$ cat src/bdca_pkg.sv
// ----------------------------------------------------------------------------
// bdca_pkg
// types, codes and tables shared by the birth date check and age block
// ----------------------------------------------------------------------------
package bdca_pkg;

	localparam int DAY_W    = 6;
	localparam int MONTH_W  = 4;
	localparam int YEAR_W   = 14;
	localparam int TDAY_W   = 5;
	localparam int AGE_W    = 14;
	localparam int SINCE_W  = 9;
	localparam int STATUS_W = 3;
	localparam int CFG_IDX_W  = 2;
	localparam int CFG_DATA_W = 14;
	localparam int IN_TDATA_W  = 24;
	localparam int OUT_TDATA_W = 32;

	localparam logic [YEAR_W-1:0] YEAR_MIN = 14'd1000;
	localparam logic [YEAR_W-1:0] YEAR_MAX = 14'd9999;
	localparam logic [AGE_W-1:0]  AGE_MAX  = 14'd8999;
	localparam logic [SINCE_W:0]  YEAR_DAYS = 10'd365;

	// odd part of 100 and 400 is 25: inverse of 25 modulo 2^14 and its multiple bound
	localparam logic [YEAR_W-1:0] INV25     = 14'd7209;
	localparam logic [YEAR_W-1:0] DIV25_LIM = 14'd655;

	localparam logic [TDAY_W-1:0]  TODAY_DAY_RST   = 5'd1;
	localparam logic [MONTH_W-1:0] TODAY_MONTH_RST = 4'd1;
	localparam logic [YEAR_W-1:0]  TODAY_YEAR_RST  = 14'd2000;

	typedef enum logic [STATUS_W-1:0] {
		ST_OK        = 3'd0,
		ST_YEAR      = 3'd1,
		ST_MONTH     = 3'd2,
		ST_DAY       = 3'd3,
		ST_DAY30     = 3'd4,
		ST_FEB_COMMON = 3'd5,
		ST_FEB_LEAP  = 3'd6
	} status_t;

	typedef enum logic [CFG_IDX_W-1:0] {
		REG_TODAY_DAY   = 2'd0,
		REG_TODAY_MONTH = 2'd1,
		REG_TODAY_YEAR  = 2'd2
	} cfg_reg_t;

	localparam logic [MONTH_W-1:0] M_JAN = 4'd1;
	localparam logic [MONTH_W-1:0] M_FEB = 4'd2;
	localparam logic [MONTH_W-1:0] M_APR = 4'd4;
	localparam logic [MONTH_W-1:0] M_JUN = 4'd6;
	localparam logic [MONTH_W-1:0] M_SEP = 4'd9;
	localparam logic [MONTH_W-1:0] M_NOV = 4'd11;
	localparam logic [MONTH_W-1:0] M_DEC = 4'd12;

	// days of the whole months before a month, common year
	function automatic logic [SINCE_W-1:0] days_before(input logic [MONTH_W-1:0] m);
		logic [SINCE_W-1:0] d;
		case (m)
			4'd2:    d = 9'd31;
			4'd3:    d = 9'd59;
			4'd4:    d = 9'd90;
			4'd5:    d = 9'd120;
			4'd6:    d = 9'd151;
			4'd7:    d = 9'd181;
			4'd8:    d = 9'd212;
			4'd9:    d = 9'd243;
			4'd10:   d = 9'd273;
			4'd11:   d = 9'd304;
			4'd12:   d = 9'd334;
			default: d = 9'd0;
		endcase
		return d;
	endfunction

	// gregorian leap year: divisible by 25 found by multiplying with the inverse
	function automatic logic is_leap(input logic [YEAR_W-1:0] y);
		logic [2*YEAR_W-1:0] prod;
		logic                div25;
		prod  = y * (2*YEAR_W)'(INV25);
		div25 = (prod[YEAR_W-1:0] <= DIV25_LIM);
		return (y[1:0] == 2'd0) && (!div25 || (y[3:0] == 4'd0));
	endfunction

endpackage

$ cat src/birth_date_check_and_age.sv
// ----------------------------------------------------------------------------
// birth_date_check_and_age
// checks a birth date under gregorian rules and gives age and days since
// the last birthday against the current date held in registers
// ----------------------------------------------------------------------------
//  channel   dir   handshake                 payload
//  s_axis    in    s_axis_tvalid/tready      birth_day, birth_month, birth_year
//  m_axis    out   m_axis_tvalid/tready      status, age_years, days_since_birthday
//  cfg       in    cfg_wen                   cfg_index, cfg_data
//
//  two register stages: input register, then result register
//  one beat per cycle sustained while m_axis_tready is high; a beat passes the
//  input register and then the result register before m_axis_tvalid rises
//  a stalled output holds; the input stage still takes a beat while it is empty
//  reset clears the valid flags and loads the current date as 1 jan 2000
// ----------------------------------------------------------------------------
module birth_date_check_and_age (
	input  logic        clk,
	input  logic        arst_n,
	input  logic        s_axis_tvalid,
	output logic        s_axis_tready,
	input  logic [23:0] s_axis_tdata,   // birth_day[5:0], birth_month[9:6], birth_year[23:10]
	output logic        m_axis_tvalid,
	input  logic        m_axis_tready,
	output logic [31:0] m_axis_tdata,   // status[2:0], age_years[16:3],
	                                    // days_since_birthday[25:17], zero[31:26]
	input  logic        cfg_wen,
	input  logic [1:0]  cfg_index,
	input  logic [13:0] cfg_data
);

	logic [bdca_pkg::TDAY_W-1:0]  today_day_q;
	logic [bdca_pkg::MONTH_W-1:0] today_month_q;
	logic [bdca_pkg::YEAR_W-1:0]  today_year_q;

	logic                          valid_s1;
	logic [bdca_pkg::DAY_W-1:0]    bd_s1;
	logic [bdca_pkg::MONTH_W-1:0]  bm_s1;
	logic [bdca_pkg::YEAR_W-1:0]   by_s1;

	logic                          valid_s2;
	bdca_pkg::status_t             status_s2;
	logic [bdca_pkg::AGE_W-1:0]    age_s2;
	logic [bdca_pkg::SINCE_W-1:0]  since_s2;

	logic                          adv_s2;
	logic                          acc_in;

	bdca_pkg::status_t             status_c;
	logic [bdca_pkg::AGE_W-1:0]    age_c;
	logic [bdca_pkg::SINCE_W-1:0]  since_c;
	logic                          leap_b;
	logic                          leap_t;
	logic [bdca_pkg::MONTH_W-1:0]  tm;
	logic [bdca_pkg::TDAY_W-1:0]   td;
	logic                          bday_ahead;
	logic [bdca_pkg::YEAR_W:0]     age_diff;
	logic [bdca_pkg::YEAR_W:0]     age_adj;
	logic [bdca_pkg::SINCE_W-1:0]  bdoy;
	logic [bdca_pkg::SINCE_W-1:0]  tdoy;
	logic [bdca_pkg::SINCE_W:0]    wrap;

	assign adv_s2        = !valid_s2 || m_axis_tready;
	assign s_axis_tready = !valid_s1 || adv_s2;
	assign acc_in        = s_axis_tvalid && s_axis_tready;

	// current date registers
	always_ff @(posedge clk or negedge arst_n) begin
		if (!arst_n) begin
			today_day_q   <= bdca_pkg::TODAY_DAY_RST;
			today_month_q <= bdca_pkg::TODAY_MONTH_RST;
			today_year_q  <= bdca_pkg::TODAY_YEAR_RST;
		end else if (cfg_wen) begin
			unique case (cfg_index)
				bdca_pkg::REG_TODAY_DAY:   today_day_q   <= cfg_data[bdca_pkg::TDAY_W-1:0];
				bdca_pkg::REG_TODAY_MONTH: today_month_q <= cfg_data[bdca_pkg::MONTH_W-1:0];
				bdca_pkg::REG_TODAY_YEAR:  today_year_q  <= cfg_data[bdca_pkg::YEAR_W-1:0];
				default: ;
			endcase
		end
	end

	// input stage
	always_ff @(posedge clk or negedge arst_n) begin
		if (!arst_n) begin
			valid_s1 <= 1'b0;
		end else if (s_axis_tready) begin
			valid_s1 <= s_axis_tvalid;
		end
	end

	always_ff @(posedge clk) begin
		if (acc_in) begin
			bd_s1 <= s_axis_tdata[5:0];
			bm_s1 <= s_axis_tdata[9:6];
			by_s1 <= s_axis_tdata[23:10];
		end
	end

	// check, age and day count
	always_comb begin
		leap_b = bdca_pkg::is_leap(by_s1);
		leap_t = bdca_pkg::is_leap(today_year_q);

		if (by_s1 < bdca_pkg::YEAR_MIN || by_s1 > bdca_pkg::YEAR_MAX) begin
			status_c = bdca_pkg::ST_YEAR;
		end else if (bm_s1 < bdca_pkg::M_JAN || bm_s1 > bdca_pkg::M_DEC) begin
			status_c = bdca_pkg::ST_MONTH;
		end else if (bd_s1 < 6'd1 || bd_s1 > 6'd31) begin
			status_c = bdca_pkg::ST_DAY;
		end else if ((bm_s1 == bdca_pkg::M_APR || bm_s1 == bdca_pkg::M_JUN ||
		              bm_s1 == bdca_pkg::M_SEP || bm_s1 == bdca_pkg::M_NOV) &&
		             bd_s1 > 6'd30) begin
			status_c = bdca_pkg::ST_DAY30;
		end else if (bm_s1 == bdca_pkg::M_FEB && leap_b && bd_s1 > 6'd29) begin
			status_c = bdca_pkg::ST_FEB_LEAP;
		end else if (bm_s1 == bdca_pkg::M_FEB && !leap_b && bd_s1 > 6'd28) begin
			status_c = bdca_pkg::ST_FEB_COMMON;
		end else begin
			status_c = bdca_pkg::ST_OK;
		end

		// clamp current month and day
		tm = today_month_q;
		if (tm < bdca_pkg::M_JAN) tm = bdca_pkg::M_JAN;
		if (tm > bdca_pkg::M_DEC) tm = bdca_pkg::M_DEC;
		td = (today_day_q == 5'd0) ? 5'd1 : today_day_q;

		bday_ahead = (tm < bm_s1) || (tm == bm_s1 && {1'b0, td} < bd_s1);
		age_diff   = {1'b0, today_year_q} - {1'b0, by_s1};
		age_adj    = (bday_ahead && age_diff != '0) ? age_diff - 15'd1 : age_diff;
		if (today_year_q < by_s1) begin
			age_c = '0;
		end else if (age_adj > {1'b0, bdca_pkg::AGE_MAX}) begin
			age_c = bdca_pkg::AGE_MAX;
		end else begin
			age_c = age_adj[bdca_pkg::AGE_W-1:0];
		end

		bdoy = bdca_pkg::days_before(bm_s1) + 9'(bd_s1)
		       + 9'(bm_s1 > bdca_pkg::M_FEB && leap_b);
		tdoy = bdca_pkg::days_before(tm) + 9'(td)
		       + 9'(tm > bdca_pkg::M_FEB && leap_t);
		wrap = {1'b0, tdoy} + bdca_pkg::YEAR_DAYS - {1'b0, bdoy};
		if (tdoy > bdoy) begin
			since_c = tdoy - bdoy;
		end else if (tdoy < bdoy) begin
			since_c = wrap[bdca_pkg::SINCE_W-1:0];
		end else begin
			since_c = '0;
		end

		if (status_c != bdca_pkg::ST_OK) begin
			age_c   = '0;
			since_c = '0;
		end
	end

	// result stage
	always_ff @(posedge clk or negedge arst_n) begin
		if (!arst_n) begin
			valid_s2 <= 1'b0;
		end else if (adv_s2) begin
			valid_s2 <= valid_s1;
		end
	end

	always_ff @(posedge clk) begin
		if (adv_s2 && valid_s1) begin
			status_s2 <= status_c;
			age_s2    <= age_c;
			since_s2  <= since_c;
		end
	end

	assign m_axis_tvalid = valid_s2;
	assign m_axis_tdata  = {6'd0, since_s2, age_s2, status_s2};

	a_fill_s1: assert property (@(posedge clk) disable iff (!arst_n)
		acc_in |=> valid_s1)
		else $error("accepted beat missing from input stage");

	a_drain_s1: assert property (@(posedge clk) disable iff (!arst_n)
		(valid_s1 && !valid_s2) |=> valid_s2)
		else $error("input stage did not move to empty result stage");

	a_invalid_zero: assert property (@(posedge clk) disable iff (!arst_n)
		(valid_s2 && status_s2 != bdca_pkg::ST_OK) |-> (age_s2 == '0 && since_s2 == '0))
		else $error("invalid date with nonzero age or day count");

	a_range: assert property (@(posedge clk) disable iff (!arst_n)
		valid_s2 |-> (age_s2 <= bdca_pkg::AGE_MAX && since_s2 <= 9'd365))
		else $error("age or day count out of range");

endmodule
$ cat config.mk
export PLATFORM = sky130hd
export DESIGN_NAME = birth_date_check_and_age
export DESIGN_NICKNAME = d
export VERILOG_FILES = /design/src/bdca_pkg.sv /design/src/birth_date_check_and_age.sv
export SDC_FILE = /design/constraint.sdc
export NUM_CORES = 1
export LEC_CHECK = 0
export BUFFER_PORTS_ARGS = -buffer_cell sky130_fd_sc_hd__buf_2
export CAP_MARGIN = 20
export CORE_MARGIN = 2
export CORE_UTILIZATION = 28
export DETAILED_ROUTE_END_ITERATION = 16
export SYNTH_ARGS = -nofsm -noshare
export SYNTH_HDL_FRONTEND = slang
export SYNTH_SLANG_ARGS = --single-unit
$ cat constraint.sdc
create_clock -name clk -period 7 [get_ports clk]
set_input_delay 1.4 -clock clk [delete_from_list [all_inputs] [get_ports clk]]
set_output_delay 1.4 -clock clk [all_outputs]
set_load 0.05 [all_outputs]
==> impl_results.html <==
<table>
<tr><th>Metric</th><th>Value</th></tr>
<tr><th colspan="2">Outcome</th></tr>
<tr><td>Status</td><td>finished, final reports clean</td></tr>
<tr><th colspan="2">Power</th></tr>
<tr><td>Combinational share of power</td><td>around three quarters</td></tr>
<tr><td>PD cells</td><td>between 400 and 500 mW/mm^2</td></tr>
<tr><td>Leakage</td><td>4.88 nW</td></tr>
<tr><td>Clock network power share</td><td>about 10%</td></tr>
<tr><td>Share of power burned in registers</td><td>roughly 15%</td></tr>
<tr><td>Internal</td><td>approximately 2.5 mW</td></tr>
<tr><td>Net switching power figure</td><td>2.17 mW</td></tr>
<tr><td>Share of total power consumed by net switching</td><td>around 46%</td></tr>
<tr><td>Overall power consumption</td><td>4.68 mW</td></tr>
<tr><td>Largest vdd supply drop</td><td>~0.2 mV</td></tr>
<tr><th colspan="2">Timing</th></tr>
<tr><td>Skew final</td><td>about 0.0078 ns</td></tr>
<tr><td>Hold violation total from the final report</td><td>0</td></tr>
<tr><td>Number of failing setup endpoints in the final timing report</td><td>0</td></tr>
<tr><td>Least-Margin Pin Slew</td><td>0.957 ns</td></tr>
<tr><td>Slew headroom</td><td>35.8%</td></tr>
<tr><td>Setup Total Neg Slack</td><td>0 ns</td></tr>
<tr><td>Shortest clock period the worst path allows after layout</td><td>between 6 and 7 ns</td></tr>
<tr><td>F_max</td><td>between 100 and 150 MHz</td></tr>
<tr><td>Period utilization</td><td>95.8%</td></tr>
<tr><td>Max Transition Viols Final</td><td>0</td></tr>
<tr><th colspan="2">Worst setup path</th></tr>
<tr><td>Max stage delay cell, worst path</td><td>sky130_fd_sc_hd__fa_1</td></tr>
<tr><td>Element type at the critical path end</td><td>register</td></tr>
<tr><td>Required time at the endpoint of the critical path</td><td>roughly 7.1 ns</td></tr>
<tr><td>Maximum cell stage delay along the critical path</td><td>roughly 0.54 ns</td></tr>
<tr><td>Worst Path Max Fanout</td><td>5</td></tr>
<tr><td>Critical Setup Path Class</td><td>reg -&gt; reg</td></tr>
<tr><td>Worst Setup Start Kind</td><td>register</td></tr>
<tr><td>Critical path data arrival time</td><td>6.79 ns</td></tr>
<tr><th colspan="2">Floorplan</th></tr>
<tr><td>Site row count</td><td>between 60 and 70</td></tr>
<tr><td>Placeable core area</td><td>about 0.031 mm^2</td></tr>
<tr><td>Effective utilization at floorplan</td><td>about 29%</td></tr>
<tr><td>Horizontal die dimension</td><td>181 um</td></tr>
<tr><td>Die H</td><td>around 180 um</td></tr>
<tr><td>I/O pins</td><td>79</td></tr>
<tr><td>Die Outline Area</td><td>~0.033 mm^2</td></tr>
<tr><th colspan="2">Routing</th></tr>
<tr><td>Top layer used by detailed routing</td><td>met4</td></tr>
<tr><td>DRC errors left</td><td>0</td></tr>
<tr><td>First DRT Iteration DRCs</td><td>about 400</td></tr>
<tr><td>Length of routed wiring on met1</td><td>between 10,000 and 15,000 um</td></tr>
<tr><td>Remaining antenna violation count</td><td>0</td></tr>
<tr><td>Detailed-route wire length per cell</td><td>roughly 15 um</td></tr>
<tr><td>Detail Route met2 WL</td><td>between 9000 and 10,000 um</td></tr>
<tr><td>Vias</td><td>roughly 6,800</td></tr>
<tr><td>Via-per-instance ratio</td><td>approximately 4.7</td></tr>
<tr><td>Drt first pass iters</td><td>7</td></tr>
<tr><td>Total met3 wirelength after detailed routing</td><td>between 800 and 900 um</td></tr>
<tr><td>Wirelength, routed</td><td>between 20,000 and 25,000 um</td></tr>
<tr><th colspan="2">Hold path</th></tr>
<tr><td>Class of the tightest hold or removal check</td><td>reg -&gt; reg</td></tr>
<tr><th colspan="2">Global route</th></tr>
<tr><td>Wire length of the first global-routing pass</td><td>roughly 34,000 um</td></tr>
<tr><td>Number of global-route vias before repair</td><td>a little under 7,000</td></tr>
<tr><td>Remaining global-route overflow</td><td>0</td></tr>
<tr><td>Antenna violations before repair</td><td>0</td></tr>
<tr><td>Largest net degree at the start of global routing</td><td>31</td></tr>
<tr><td>Aggregate global-route resource usage</td><td>roughly 13%</td></tr>
<tr><th colspan="2">Logic synthesis</th></tr>
<tr><td>Proportion of synthesized flip-flops having asynchronous set or reset</td><td>approximately 30%</td></tr>
<tr><td>Main flop type after synthesis</td><td>sky130_fd_sc_hd__edfxtp_1</td></tr>
<tr><td>Cell type with the largest total area after synthesis</td><td>sky130_fd_sc_hd__ha_1</td></tr>
<tr><td>Distinct cells, synth</td><td>a little under 80</td></tr>
<tr><td>Ranking of synthesized cells by instance count</td><td>sky130_fd_sc_hd__ha_1, sky130_fd_sc_hd__inv_1, sky130_fd_sc_hd__a21oi_1</td></tr>
<tr><td>Number of enable flip-flop cells after synthesis</td><td>50</td></tr>
<tr><td>Gate Count Post-Synth</td><td>928</td></tr>
<tr><td>Portion of synthesized cell area occupied by the leading cell type</td><td>a little over a fifth</td></tr>
<tr><td>Post-Synthesis Cell Area</td><td>approximately 0.0088 mm^2</td></tr>
<tr><td>Cells taking the most area after synthesis</td><td>sky130_fd_sc_hd__ha_1, sky130_fd_sc_hd__edfxtp_1, sky130_fd_sc_hd__fa_1</td></tr>
<tr><td>Synthesized area per cell</td><td>approximately 9.5 um^2</td></tr>
<tr><td>Synth warnings</td><td>0</td></tr>
<tr><td>Share of synthesized area occupied by flip-flops and latches</td><td>between 20% and 30%</td></tr>
<tr><td>Library cell with the highest instance count after synthesis</td><td>sky130_fd_sc_hd__ha_1</td></tr>
<tr><td>Flip-flop and latch count after synthesis</td><td>between 80 and 90</td></tr>
<tr><th colspan="2">Clock network</th></tr>
<tr><td>Clock transition at path regs</td><td>roughly 0.06 ns</td></tr>
<tr><td>Cts bufs inserted</td><td>9</td></tr>
<tr><td>Skew-Pair Late Insertion Delay</td><td>0.35 ns</td></tr>
<tr><td>Hold_buf cts</td><td>0</td></tr>
<tr><td>Total number of clock tree sinks</td><td>84</td></tr>
<tr><td>Clock buffer depth</td><td>2</td></tr>
<tr><td>Level count of the clock H-tree</td><td>3</td></tr>
<tr><td>Root buffer cell</td><td>sky130_fd_sc_hd__clkbuf_16</td></tr>
<tr><td>Clock tree from TritonCTS</td><td>done</td></tr>
<tr><th colspan="2">Finish</th></tr>
<tr><td>Area Growth Syn to Fin</td><td>20.4%</td></tr>
<tr><td>Number of fill cells</td><td>3,149</td></tr>
<tr><td>Layout cells sized above 1</td><td>between 20% and 30%</td></tr>
<tr><td>Layout Nets</td><td>between 1,000 and 1,500</td></tr>
<tr><td>Antenna cells</td><td>0</td></tr>
<tr><th colspan="2">Job</th></tr>
<tr><td>Max-capacitance violation count</td><td>0</td></tr>
<tr><th colspan="2">Placed design</th></tr>
<tr><td>I/O Buffers</td><td>72</td></tr>
<tr><td>DP HPWL</td><td>roughly 17,000 um</td></tr>
<tr><td>Last weighted congestion value of the routability-driven placer</td><td>about 0.86</td></tr>
</table>
-- layout by cell type, fill, tap and decap left out, types with 4 or more instances in the layout --
cell type,count
sky130_fd_sc_hd__or3_1,4
sky130_fd_sc_hd__o21bai_1,7
sky130_fd_sc_hd__buf_2,72
sky130_fd_sc_hd__dfrtp_1,16
sky130_fd_sc_hd__ha_1,137
sky130_fd_sc_hd__dfstp_2,8
sky130_fd_sc_hd__o21a_1,5
sky130_fd_sc_hd__o21ai_1,4
sky130_fd_sc_hd__o21ai_0,35
sky130_fd_sc_hd__fa_2,8
sky130_fd_sc_hd__o31ai_1,5
sky130_fd_sc_hd__mux2i_1,8
sky130_fd_sc_hd__xnor2_1,52
sky130_fd_sc_hd__a21o_1,19
sky130_fd_sc_hd__o211ai_1,6
sky130_fd_sc_hd__inv_1,129
sky130_fd_sc_hd__inv_2,8
sky130_fd_sc_hd__ha_4,10
sky130_fd_sc_hd__nor2_2,4
sky130_fd_sc_hd__dfxtp_1,9
sky130_fd_sc_hd__nand2b_1,10
sky130_fd_sc_hd__fa_1,23
sky130_fd_sc_hd__nand2_1,45
sky130_fd_sc_hd__xor2_1,20
sky130_fd_sc_hd__conb_1,6
sky130_fd_sc_hd__nor4_1,7
sky130_fd_sc_hd__mux2_2,27
sky130_fd_sc_hd__nor2b_1,14
sky130_fd_sc_hd__clkbuf_16,10
sky130_fd_sc_hd__edfxtp_1,50
sky130_fd_sc_hd__buf_4,51
sky130_fd_sc_hd__a31oi_1,5
sky130_fd_sc_hd__nor3_1,9
sky130_fd_sc_hd__nand3_1,17
sky130_fd_sc_hd__a21oi_2,18
sky130_fd_sc_hd__nor2_1,49
sky130_fd_sc_hd__and2_1,4
sky130_fd_sc_hd__a21oi_1,39
-- critical path, delay by kind of cell, from the launching register on --
family | cells | cell delay [ns]
adders and majority gates | 9 | 3.35
AOI/OAI and AO/OA | 12 | 1.67
buffers and inverters | 4 | 0.58
and+or+nand+nor | 5 | 0.42
DFF | 1 | 0.41
-- what timing repair did --
action                     4_1_cts  5_1_grt
setup buffers                    0        7
setup endpoints to repair        8        9
pin swaps                        2       47
gates cloned                     0        1
gates resized for setup          5       74
-- power by group through the flow --
stage               sequential (mW)  clock, mW  combinational [mW]
floorplan                     0.759          0                2.18
global placement              0.688          0                3.02
detailed placement            0.689          0                3.07
CTS                           0.679      0.487                3.14
global route                  0.692      0.506                3.94
finish                        0.681      0.471                3.53
-- logic make-up (layout without fill, tap and decap cells) --
kind of cell / after synthesis / in the layout / share of synthesized area [%]
muxes: 35 / 35 / 4.38
buffers and inverters: 165 / 278 / 7.42
and+or+nand+nor: 194 / 194 / 11.3
xor gates and xnor gates: 78 / 78 / 7.78
adders and majority gates: 180 / 180 / 28.3
other: 1 / 6 / 0.0427
AOI/OAI and AO/OA: 191 / 191 / 14.4
DFF: 84 / 84 / 26.4
-- metrics by stage --
stage	hold WS, ns	worst slack [ns]	util (%)	cells	instance area (um^2)
after floorplan	0.449	0.111	-	933	8800
after global placement	0.468	0.0599	32.0	1417	9840
after detailed placement	0.481	-0.0283	32.0	1417	9840
after CTS	0.490	0.0104	33.0	1433	10200
after global routing	0.515	-0.0358	34.4	1442	10600
final	0.491	0.292	34.4	1442	10600
-- final timing paths --
check / to / from / depth (start not counted) / slack, ns
hold reg to reg: m_axis_tvalid / valid_s1 / 1 / 0.49
max in group asynchronous: today_year_q[2] / arst_n / 1 / 5.50
setup reg to reg: since_s2[1] / by_s1[2] / 30 / 0.29
setup / recovery: since_s2[1] / by_s1[2] / 30 / 0.29
hold / removal: m_axis_tvalid / valid_s1 / 1 / 0.49
min in group asynchronous: today_year_q[3] / arst_n / 1 / 1.06
-- per-layer routing --
metal,up-vias,track usage [%]
met3,22,2.26
li1,3427,-
met5,-,0
met2,136,21.2
met1,3194,17.1
met4,0,3.84
-- layout make-up --
class / count / area, um^2 / area share, %
Multi-Input combinational cell: 684 / 6200 / 58.6
Sequential cell: 84 / 2320 / 21.9
Timing Repair Buffer: 124 / 754 / 7.14
Inverter: 138 / 518 / 4.90
Tap cell: 396 / 495 / 4.69
Clock buffer: 11 / 254 / 2.40
Clock inverter: 5 / 32.5 / 0.308
Note: power is estimated with default switching activity, not from simulation.
